$ cat src/design/rcsd_pkg.sv
// rcsd_pkg: shared types, register indexes, reset values and command
// decoding for the rc command setpoint decoder; no dependencies
`timescale 1ns / 1ps
`default_nettype none

package rcsd_pkg;

  // configuration register indexes
  localparam logic [1:0] CFG_ANGLE_LIMIT    = 2'd0;
  localparam logic [1:0] CFG_ALTITUDE_LIMIT = 2'd1;
  localparam logic [1:0] CFG_TIMEOUT_MS     = 2'd2;

  localparam logic [6:0]  ANGLE_LIMIT_RST    = 7'd30;
  localparam logic [7:0]  ALTITUDE_LIMIT_RST = 8'd100;
  localparam logic [15:0] TIMEOUT_MS_RST     = 16'd500;

  localparam logic [15:0] IDLE_MAX = 16'hFFFF;

  // item kinds
  localparam logic KIND_BYTE = 1'b0;
  localparam logic KIND_TICK = 1'b1;

  // ascii codes
  localparam logic [7:0] CH_LOWER_A = 8'h61;
  localparam logic [7:0] CH_LOWER_Z = 8'h7A;
  localparam logic [7:0] CASE_DIFF  = 8'h20;
  localparam logic [7:0] CH_W = 8'h57;
  localparam logic [7:0] CH_S = 8'h53;
  localparam logic [7:0] CH_D = 8'h44;
  localparam logic [7:0] CH_A = 8'h41;
  localparam logic [7:0] CH_E = 8'h45;
  localparam logic [7:0] CH_Q = 8'h51;
  localparam logic [7:0] CH_T = 8'h54;
  localparam logic [7:0] CH_G = 8'h47;
  localparam logic [7:0] CH_X = 8'h58;

  typedef enum logic [3:0] {
    CMD_NONE,
    CMD_PITCH_UP,
    CMD_PITCH_DN,
    CMD_ROLL_UP,
    CMD_ROLL_DN,
    CMD_YAW_UP,
    CMD_YAW_DN,
    CMD_ALT_UP,
    CMD_ALT_DN,
    CMD_ZERO
  } cmd_e;

  typedef struct packed {
    logic       kind;
    logic [7:0] rx_byte;
  } item_t;

  // roll sits in the lowest bits
  typedef struct packed {
    logic              link_lost;
    logic [7:0]        altitude;
    logic signed [7:0] yaw;
    logic signed [7:0] pitch;
    logic signed [7:0] roll;
  } result_t;

  function automatic cmd_e decode_cmd(input logic [7:0] b);
    logic [7:0] up;
    cmd_e       c;
    up = ((b >= CH_LOWER_A) && (b <= CH_LOWER_Z)) ? (b - CASE_DIFF) : b;
    unique case (up)
      CH_W:    c = CMD_PITCH_UP;
      CH_S:    c = CMD_PITCH_DN;
      CH_D:    c = CMD_ROLL_UP;
      CH_A:    c = CMD_ROLL_DN;
      CH_E:    c = CMD_YAW_UP;
      CH_Q:    c = CMD_YAW_DN;
      CH_T:    c = CMD_ALT_UP;
      CH_G:    c = CMD_ALT_DN;
      CH_X:    c = CMD_ZERO;
      default: c = CMD_NONE;
    endcase
    return c;
  endfunction

endpackage

`default_nettype wire

$ cat src/design/rcsd_in_reg.sv
// rcsd_in_reg: decoder input register, takes one beat per cycle when empty
// or when the result stage can take its item; uses rcsd_pkg for item type
`timescale 1ns / 1ps
`default_nettype none

module rcsd_in_reg (
  input  wire logic           clk_i,
  input  wire logic           rst_ni,
  input  wire logic           in_valid_i,
  output logic                in_ready_o,
  input  wire rcsd_pkg::item_t in_item_i,
  input  wire logic           adv_ok_i,
  output logic                item_valid_o,
  output rcsd_pkg::item_t     item_o
);

  logic            vld_q, vld_d;
  rcsd_pkg::item_t item_q;

  // register drains when the result stage can take its item
  assign in_ready_o   = !vld_q || adv_ok_i;
  assign vld_d        = in_ready_o ? in_valid_i : vld_q;
  assign item_valid_o = vld_q;
  assign item_o       = item_q;

  always_ff @(posedge clk_i or negedge rst_ni) begin
    if (!rst_ni) begin
      vld_q <= 1'b0;
    end else begin
      vld_q <= vld_d;
    end
  end

  always_ff @(posedge clk_i) begin
    if (in_ready_o && in_valid_i) begin
      item_q <= in_item_i;
    end
  end

endmodule

`default_nettype wire

$ cat src/design/rcsd_core.sv
// rcsd_core: configuration registers, setpoint and idle state, and the
// per-item update logic; uses rcsd_pkg
`timescale 1ns / 1ps
`default_nettype none

module rcsd_core (
  input  wire logic            clk_i,
  input  wire logic            rst_ni,
  input  wire logic            cfg_we_i,
  input  wire logic [1:0]      cfg_addr_i,
  input  wire logic [15:0]     cfg_wdata_i,
  input  wire logic            fire_i,
  input  wire rcsd_pkg::item_t item_i,
  output rcsd_pkg::result_t    result_o
);

  logic [6:0]        angle_lim_q;
  logic [7:0]        alt_lim_q;
  logic [15:0]       timeout_q;
  logic signed [7:0] roll_q, pitch_q, yaw_q;
  logic signed [7:0] roll_d, pitch_d, yaw_d;
  logic [7:0]        alt_q, alt_d;
  logic [15:0]       idle_q, idle_d;
  rcsd_pkg::cmd_e    cmd;
  logic              is_byte;
  logic              lost;
  logic signed [7:0] roll_c, pitch_c, yaw_c;
  logic signed [9:0] alt_w;
  logic signed [9:0] alt_hi;

  // zero or step by one in a wider word, then clamp to +/- lim
  function automatic logic signed [7:0] step_angle(
    input logic signed [7:0] cur,
    input logic              up,
    input logic              dn,
    input logic              zero,
    input logic [6:0]        lim
  );
    logic signed [8:0] v;
    logic signed [8:0] hi;
    logic signed [8:0] lo;
    v  = {cur[7], cur};
    hi = $signed({2'b00, lim});
    lo = -hi;
    if (zero) begin
      v = 9'sd0;
    end else if (up) begin
      v = v + 9'sd1;
    end else if (dn) begin
      v = v - 9'sd1;
    end
    if (v > hi) begin
      v = hi;
    end else if (v < lo) begin
      v = lo;
    end
    return v[7:0];
  endfunction

  assign is_byte = (item_i.kind == rcsd_pkg::KIND_BYTE);
  assign cmd     = rcsd_pkg::decode_cmd(item_i.rx_byte);

  assign roll_c  = step_angle(roll_q, cmd == rcsd_pkg::CMD_ROLL_UP,
                              cmd == rcsd_pkg::CMD_ROLL_DN,
                              cmd == rcsd_pkg::CMD_ZERO, angle_lim_q);
  assign pitch_c = step_angle(pitch_q, cmd == rcsd_pkg::CMD_PITCH_UP,
                              cmd == rcsd_pkg::CMD_PITCH_DN,
                              cmd == rcsd_pkg::CMD_ZERO, angle_lim_q);
  assign yaw_c   = step_angle(yaw_q, cmd == rcsd_pkg::CMD_YAW_UP,
                              cmd == rcsd_pkg::CMD_YAW_DN,
                              cmd == rcsd_pkg::CMD_ZERO, angle_lim_q);

  assign alt_hi = $signed({2'b00, alt_lim_q});

  always_comb begin
    alt_w = $signed({2'b00, alt_q});
    if (cmd == rcsd_pkg::CMD_ALT_UP) begin
      alt_w = alt_w + 10'sd1;
    end else if (cmd == rcsd_pkg::CMD_ALT_DN) begin
      alt_w = alt_w - 10'sd1;
    end
    if (alt_w > alt_hi) begin
      alt_w = alt_hi;
    end else if (alt_w < 10'sd0) begin
      alt_w = 10'sd0;
    end
  end

  always_comb begin
    if (is_byte) begin
      idle_d = '0;
    end else if (idle_q != rcsd_pkg::IDLE_MAX) begin
      idle_d = idle_q + 16'd1;
    end else begin
      idle_d = idle_q;
    end
    lost = (idle_d > timeout_q);

    // ticks never clamp; they advance the idle count and may trip link loss
    roll_d  = is_byte ? roll_c  : roll_q;
    pitch_d = is_byte ? pitch_c : pitch_q;
    yaw_d   = is_byte ? yaw_c   : yaw_q;
    alt_d   = is_byte ? alt_w[7:0] : alt_q;
    if (lost) begin
      roll_d  = '0;
      pitch_d = '0;
      yaw_d   = '0;
    end

    result_o.roll      = roll_d;
    result_o.pitch     = pitch_d;
    result_o.yaw       = yaw_d;
    result_o.altitude  = alt_d;
    result_o.link_lost = lost;
  end

  always_ff @(posedge clk_i or negedge rst_ni) begin
    if (!rst_ni) begin
      angle_lim_q <= rcsd_pkg::ANGLE_LIMIT_RST;
      alt_lim_q   <= rcsd_pkg::ALTITUDE_LIMIT_RST;
      timeout_q   <= rcsd_pkg::TIMEOUT_MS_RST;
    end else if (cfg_we_i) begin
      case (cfg_addr_i)
        rcsd_pkg::CFG_ANGLE_LIMIT:    angle_lim_q <= cfg_wdata_i[6:0];
        rcsd_pkg::CFG_ALTITUDE_LIMIT: alt_lim_q   <= cfg_wdata_i[7:0];
        rcsd_pkg::CFG_TIMEOUT_MS:     timeout_q   <= cfg_wdata_i;
        default: ;
      endcase
    end
  end

  always_ff @(posedge clk_i or negedge rst_ni) begin
    if (!rst_ni) begin
      roll_q  <= '0;
      pitch_q <= '0;
      yaw_q   <= '0;
      alt_q   <= '0;
      idle_q  <= '0;
    end else if (fire_i) begin
      roll_q  <= roll_d;
      pitch_q <= pitch_d;
      yaw_q   <= yaw_d;
      alt_q   <= alt_d;
      idle_q  <= idle_d;
    end
  end

endmodule

`default_nettype wire

$ cat src/design/rcsd_out_reg.sv
// rcsd_out_reg: result register holding one beat for the master side
// uses rcsd_pkg for the result type
`timescale 1ns / 1ps
`default_nettype none

module rcsd_out_reg (
  input  wire logic              clk_i,
  input  wire logic              rst_ni,
  input  wire logic              load_i,
  input  wire rcsd_pkg::result_t result_i,
  output logic                   can_load_o,
  output logic                   out_valid_o,
  input  wire logic              out_ready_i,
  output rcsd_pkg::result_t      result_o
);

  logic              vld_q, vld_d;
  rcsd_pkg::result_t res_q;

  // free when empty or when the held beat leaves this cycle
  assign can_load_o  = !vld_q || out_ready_i;
  assign vld_d       = load_i ? 1'b1 : (vld_q && !out_ready_i);
  assign out_valid_o = vld_q;
  assign result_o    = res_q;

  always_ff @(posedge clk_i or negedge rst_ni) begin
    if (!rst_ni) begin
      vld_q <= 1'b0;
    end else begin
      vld_q <= vld_d;
    end
  end

  always_ff @(posedge clk_i) begin
    if (load_i) begin
      res_q <= result_i;
    end
  end

endmodule

`default_nettype wire

$ cat src/design/rc_command_setpoint_decoder.sv
// rc_command_setpoint_decoder: remote-control command byte decoder with
// setpoint clamping and link-loss timeout; uses rcsd_pkg, rcsd_in_reg,
// rcsd_core and rcsd_out_reg
//
// usage:
//   slave side takes one beat per item: tuser is the kind (0 received byte,
//   1 one-millisecond tick), tdata carries the byte. each beat yields one
//   master beat with roll, pitch, yaw, altitude and the link-lost flag.
//   configuration is a plain write port (index 0 angle limit, 1 altitude
//   limit, 2 timeout in ms); the user must see that it is written only while
//   no beat is in flight; the block itself does not enforce it.
// path: one input register and one result register with the setpoint update
//   between them; the result register drives master tvalid.
// throughput: one beat per cycle unless the master side stalls; the state
//   update is registered, so each item sees the state left by the last one.
// reset: setpoints and idle count clear to zero, limits load 30, 100, 500,
//   and both registers empty.
// stall: a held master beat keeps the result register; an empty input register
//   still takes one more beat, then s_axis_tready drops until tready returns.
`timescale 1ns / 1ps
`default_nettype none

module rc_command_setpoint_decoder (
  input  wire logic        clk_i,
  input  wire logic        rst_ni,
  input  wire logic        s_axis_tvalid,
  output logic             s_axis_tready,
  input  wire logic [7:0]  s_axis_tdata,  // [7:0] rx_byte
  input  wire logic        s_axis_tuser,  // [0] kind
  output logic             m_axis_tvalid,
  input  wire logic        m_axis_tready,
  // [7:0] roll_out, [15:8] pitch_out, [23:16] yaw_out, [31:24] altitude_out,
  // [32] link_lost, [39:33] zero
  output logic [39:0]      m_axis_tdata,
  input  wire logic        cfg_we_i,
  input  wire logic [1:0]  cfg_addr_i,
  input  wire logic [15:0] cfg_wdata_i
);

  rcsd_pkg::item_t   in_item;
  rcsd_pkg::item_t   cur_item;
  rcsd_pkg::result_t next_res;
  rcsd_pkg::result_t out_res;
  logic              cur_valid;
  logic              can_load;
  logic              fire;

  assign in_item.kind    = s_axis_tuser;
  assign in_item.rx_byte = s_axis_tdata;
  assign fire            = cur_valid && can_load;

  rcsd_in_reg u_in_reg (
    .clk_i        (clk_i),
    .rst_ni       (rst_ni),
    .in_valid_i   (s_axis_tvalid),
    .in_ready_o   (s_axis_tready),
    .in_item_i    (in_item),
    .adv_ok_i     (can_load),
    .item_valid_o (cur_valid),
    .item_o       (cur_item)
  );

  rcsd_core u_core (
    .clk_i       (clk_i),
    .rst_ni      (rst_ni),
    .cfg_we_i    (cfg_we_i),
    .cfg_addr_i  (cfg_addr_i),
    .cfg_wdata_i (cfg_wdata_i),
    .fire_i      (fire),
    .item_i      (cur_item),
    .result_o    (next_res)
  );

  rcsd_out_reg u_out_reg (
    .clk_i       (clk_i),
    .rst_ni      (rst_ni),
    .load_i      (fire),
    .result_i    (next_res),
    .can_load_o  (can_load),
    .out_valid_o (m_axis_tvalid),
    .out_ready_i (m_axis_tready),
    .result_o    (out_res)
  );

  assign m_axis_tdata = {7'd0, out_res};

endmodule

`default_nettype wire
$ cat config.mk
export PLATFORM = sky130hd
export DESIGN_NAME = rc_command_setpoint_decoder
export DESIGN_NICKNAME = d
export VERILOG_FILES = /design/src/design/rcsd_pkg.sv /design/src/design/rcsd_in_reg.sv /design/src/design/rcsd_core.sv /design/src/design/rcsd_out_reg.sv /design/src/design/rc_command_setpoint_decoder.sv
export SDC_FILE = /design/constraint.sdc
export NUM_CORES = 1
export LEC_CHECK = 0
export BUFFER_PORTS_ARGS = -buffer_cell sky130_fd_sc_hd__buf_2
export CORE_MARGIN = 1.5
export CORE_UTILIZATION = 35
export CTS_CLUSTER_SIZE = 14
export DETAILED_ROUTE_END_ITERATION = 8
export SLEW_MARGIN = 25
export SYNTH_ARGS = -nofsm -noshare
export SYNTH_HDL_FRONTEND = slang
export SYNTH_HIERARCHICAL = 1
export SYNTH_SLANG_ARGS = --single-unit
$ cat constraint.sdc
create_clock -name clk_i -period 10.7 [get_ports clk_i]
set_clock_uncertainty 0.05 [all_clocks]
set_input_delay 3.21 -clock clk_i [delete_from_list [all_inputs] [get_ports clk_i]]
set_output_delay 3.21 -clock clk_i [all_outputs]
set_load 0.01 [all_outputs]
Word-level counts from Yosys, hierarchy flattened:

Index checks and enable logic that the tools add are counted.

* register bits: 123
* bits of input ports: 32
* output and inout bits: 42
* word-level logic and storage cells: 104

* $add $sub $neg: 11
* magnitude comparators: 11
* equality and inequality tests: 21
* multiplexer cells: 31
* reductions and logical operators: 13

Operator list (count)
* 8-bit 2-to-1 mux: 16
* 9-bit 2-to-1 mux: 9
* 8-bit by 7-bit equality test with 1-bit output, second input constant: 9
* 4-bit case mux with 9 select lines: 1
* 16-bit 2-to-1 mux: 2
* 8-bit by 2-bit adder with 9-bit output, second input constant: 3
* 9-bit by 8-bit greater-than comparator with 1-bit output: 3
* 9-bit < comparator: 3
* 8-bit by 2-bit subtractor with 9-bit output, second input constant: 3
* 10-bit 2-to-1 mux: 2
* 16-bit by 1-bit adder with 16-bit output, second input constant: 1
* 4-bit by 3-bit equality test with 1-bit output, second input constant: 4
* 16-bit greater-than comparator: 1
* 16-bit != test, second input constant: 1
* 10-bit by 9-bit greater-than comparator with 1-bit output: 1
* 10-bit by 1-bit < comparator with 1-bit output, second input constant: 1
* 8-bit by 1-bit adder with 9-bit output, second input constant: 1
* 7-bit negator with 9-bit output: 1
* 8-bit by 1-bit subtractor with 9-bit output, second input constant: 1
* 4-bit by 2-bit equality test with 1-bit output, second input constant: 2
* 4-bit equality test, second input constant: 2
* 8-bit by 7-bit greater-or-equal comparator with 1-bit output, second input constant: 1
* 8-bit by 7-bit less-or-equal comparator with 1-bit output, second input constant: 1
* 8-bit by 6-bit subtractor with 8-bit output, second input constant: 1
* 9 further kinds: 17

Logic depth before layout (Yosys ltp):

* depth after elaboration: 14
* gate-level depth with buffers: 20
* depth with buffers taken out: 18

Modules after synthesis:

Netlist, hierarchy kept.

By module, submodules not included
* rcsd_core: instances 1, cells an instance 973, area an instance 7902.6 um2, sequential area each 1993.2 um2
* rcsd_out_reg: instances 1, cells an instance 36, area an instance 1038.5 um2, sequential area each 1016.0 um2
* rcsd_in_reg: instances 1, cells an instance 13, area an instance 324.1 um2, sequential area each 295.3 um2
* rc_command_setpoint_decoder: instances 1, cells an instance 9, area an instance 62.6 um2, sequential area each 0.0 um2

Worst setup path before layout:

Ideal clock, no wire load.

* path type: input to output
* from: input port m_axis_tready
* to: output port s_axis_tready
* arrival time: 3488 ps
* required time: 7440 ps
* slack: 3952 ps
* cell stages on the path: 2
* path buffers: 0
* cells stage by stage: nand2b_4 > nand2b_4

* word-level cells in the longest chain between the ends: 2

Ends and longest elaborated chain
* start: declaration: line rc_command_setpoint_decoder.sv:31 `input wire logic m_axis_tready,`
* 1-bit logical OR: line rcsd_out_reg.sv:21 `assign can_load_o = !vld_q || out_ready_i;`
* 1-bit logical OR: line rcsd_in_reg.sv:21 `assign in_ready_o = !vld_q || adv_ok_i;`
* end: declaration: line rc_command_setpoint_decoder.sv:27 `output logic s_axis_tready,`

Every way passes these cells.

Final worst setup path:

* from: input port m_axis_tready
* to: output port s_axis_tready

* word-level cells in the longest chain between the ends: 2

Ends and longest elaborated chain
* 1-bit logical OR: line rcsd_out_reg.sv:21
* named net can_load: line rc_command_setpoint_decoder.sv:45 `logic can_load;`
* 1-bit logical OR: line rcsd_in_reg.sv:21

The timed path passes the listed nets, and every way through them passes these cells.

==> flow_summary.ini <==
[outcome]
outcome = finished, violations left
violations = design-rule violations

[timing]
max_slew_margin_pct = 30.7
rsz0062_at_grt = false
min_period_ps = 7000
setup_viol = 0
fmax_mhz = 143
drv_slew = 0
fin_setup_tns_ps = 0
worst_slew_pin_slew_ps = 1040
hold_viol_final = 0
fin_ws_ps = 3700
fin_crit_sh_pct = 65.4

[clock_tree]
clk_path_buf_depth = 2
clk_pin_slew_ps = 60
cts_resized = 0
cts_buffers = 17
clockRootBuffer = clkbuf_16
post_cts_buffers = 0
cts.sinks = 123
cts_tree = built
worst_skew_pair.late_latency_ps = 430
holdBufCountCts = 0
htree_levels = 4

[yosys]
ys_warn_count = 6
synthArstFlopShare_pct = 65.9
yosys.cell_types.count = 86
synth-seq-area-share_pct = 35.4
ys.flop_type = dfrtp_1
syn_area_um2 = 9330
syn_area_per_cell_um2 = 9.05
synth_edf_count = 42
syn_inst = 1031
synth-seq-cells = 123

[route]
vias = 8018
drt-met1-wl_um = 11800
drc = 6
wl_met3_um = 1700
wl_met2_um = 12800
drt_pre_antenna_iters = 7
viasPerCell = 5.65
wl_per_cell_um = 18.9
drtIter0Drc = 682
drt_wl_total_um = 26900
ant_nets = 0
top_layer = met4

[place]
port_buffers = 66
globalplace.congestion = 0.867
dp_hpwl_um = 18900
pre_cts_slack_ps = 3700

[finish]
regArea_um2 = 3300
nFillCells = 2636
antenna_cells = 0
multiInputGateArea_um2 = 5540
drive_gt1_share_pct = 18.1
nNetsFinal = 1183
area_delta_synth_final_pct = 12.5

[pwr]
power_density_nw_per_um2 = 251
irDropWorstVdd_mv = 0.0996
p_leak_nw = 4.58

[grt]
grt_pass1_vias = 7773
grt_use_total_pct = 19.6
grt_max_degree = 57
grt_pass1_wl_um = 42200
antenna_found_initial = 0
grt-ovfl-total = 0

[floorplan]
die_area_um2 = 27600
fp.dieH_um = 166
core_um2 = 26100
rows = 59
fp.dieW_um = 166
boundaryPins = 74
initial_utilization_pct = 35.7

[setup_path]
r2r_start = u_in_reg/item_o[5]
worst-path-max-fanout = 3
worstSetupStartpointType = input port
regToRegEndpoint = u_out_reg/result_o[3]
cp-end-kind = output pin
crit_type = input port to output pin
r2r_cells = 15
crit_end = s_axis_tready
reg2reg_slack_ps = 5100
required_ps = 7440
cp-startpoint = m_axis_tready
critPathArrivalTime_ps = 3740

[hold_path]
holdPathStages = 1
hp-class = flip-flop to flip-flop

[job]
drv_cap = 0
[metrics by stage]
stage | instance area, µm² | hold WS [ps] | util (%) | power [W] | instances
2_1_floorplan | 9350 | 429 | - | 0.00171 | 1037
3_3_place_gp | 9900 | 441 | 37.9 | 0.00200 | 1388
3_5_place_dp | 9900 | 446 | 37.9 | 0.00203 | 1388
4_1_cts | 10500 | 460 | 40.1 | 0.00262 | 1420
5_1_grt | 10500 | 473 | 40.2 | 0.00283 | 1420
6_report | 10500 | 454 | 40.2 | 0.00263 | 1420
[kinds of logic after synthesis]
| logic type | Yosys count | share of synthesized area (%) |
|---|---|---|
| other | 1 | 0.0402 |
| and+or+nand+nor | 374 | 20.9 |
| muxes | 69 | 8.16 |
| AOI/OAI and AO/OA | 226 | 15.9 |
| adders and majority gates | 79 | 10.6 |
| DFF | 123 | 35.4 |
| buffers and inverters | 122 | 5.53 |
| xor gates and xnor gates | 37 | 3.47 |
[where the power goes]
part           total, W  switching, W  internal, W
clock          0.000578      0.000229     0.000349
combinational   0.00126      0.000732     0.000531
sequential     0.000789      0.000144     0.000645
total           0.00263       0.00111      0.00152
[routing by layer]
| layer | vias to the layer above | track usage [%] |
|---|---|---|
| met5 | - | 0 |
| met1 | 3869 | 25.1 |
| li1 | 3849 | - |
| met4 | 0 | 6.40 |
| met3 | 37 | 4.27 |
| met2 | 263 | 32.9 |
[worst max-delay path, stage by stage]
cell and delay, ps:
buf_2 100, nand2b_4 140, nand2b_4 150, buf_2 130
[Yosys cell counts, drive strengths merged, types with 14 or more instances]
cell    number  share of area, %
mux2        56               6.8
and3        14              0.94
nand3       45               2.4
nor2        59               2.4
xor2        16               1.5
buf         23               1.5
o21ai       67               3.6
nand4       31               2.1
nor3        28               1.6
ha          79                11
clkbuf      38               1.5
a21oi       43               2.5
o22ai       16               1.1
inv         61               2.5
xnor2       21               2.0
dfrtp       68                18
nand2      118               4.8
edfxtp      42                14
[cell usage in the layout (no fill, tap or decap), types with 14 or more instances in the layout]
cell type / Yosys / layout
xor2_1: 16 / 16
o22ai_1: 16 / 16
o21ai_0: 32 / 32
nand2_1: 117 / 117
clkbuf_16: 0 / 19
nor3_1: 27 / 27
edfxtp_1: 42 / 42
buf_2: 10 / 65
o21ai_1: 35 / 35
ha_1: 79 / 79
dfrtp_1: 68 / 68
xnor2_1: 21 / 21
and3_1: 14 / 14
mux2_2: 50 / 50
nand3_1: 45 / 45
nand4_1: 31 / 31
a21oi_1: 41 / 40
inv_1: 60 / 60
nor2_1: 57 / 57
[worst min-delay path by stage]
stage	start	to	slack (ps)
after global routing	u_core/timeout_q[10]	u_core/timeout_q[10]	470
after floorplan	u_core/timeout_q[10]	u_core/timeout_q[10]	430
after global placement	u_core/timeout_q[1]	u_core/timeout_q[1]	440
after detailed placement	u_core/timeout_q[12]	u_core/timeout_q[12]	450
final	u_core/timeout_q[12]	u_core/timeout_q[12]	450
after CTS	u_core/timeout_q[12]	u_core/timeout_q[12]	460
[layout make-up]
class / instances / share of cell area (%)
clock buffer: 24 / 5.09
clock inverter: 8 / 0.501
inverter: 61 / 2.18
multi-input combinational: 792 / 52.8
sequential: 123 / 31.5
tap: 335 / 3.99
timing repair buffer: 77 / 3.96
[flip-flops by register name (all words and copies together), names as in the netlist, 7 cells and up]
signal and flops:
u_core/pitch_q 8, u_in_reg/item_o 9, u_core/idle_q 16, u_core/roll_q 8
u_out_reg/result_o 33, u_core/angle_lim_q 7, u_core/alt_q 8, u_core/alt_lim_q 8
u_core/yaw_q 8, u_core/timeout_q 16
Power figures use the tool's default switching activity.
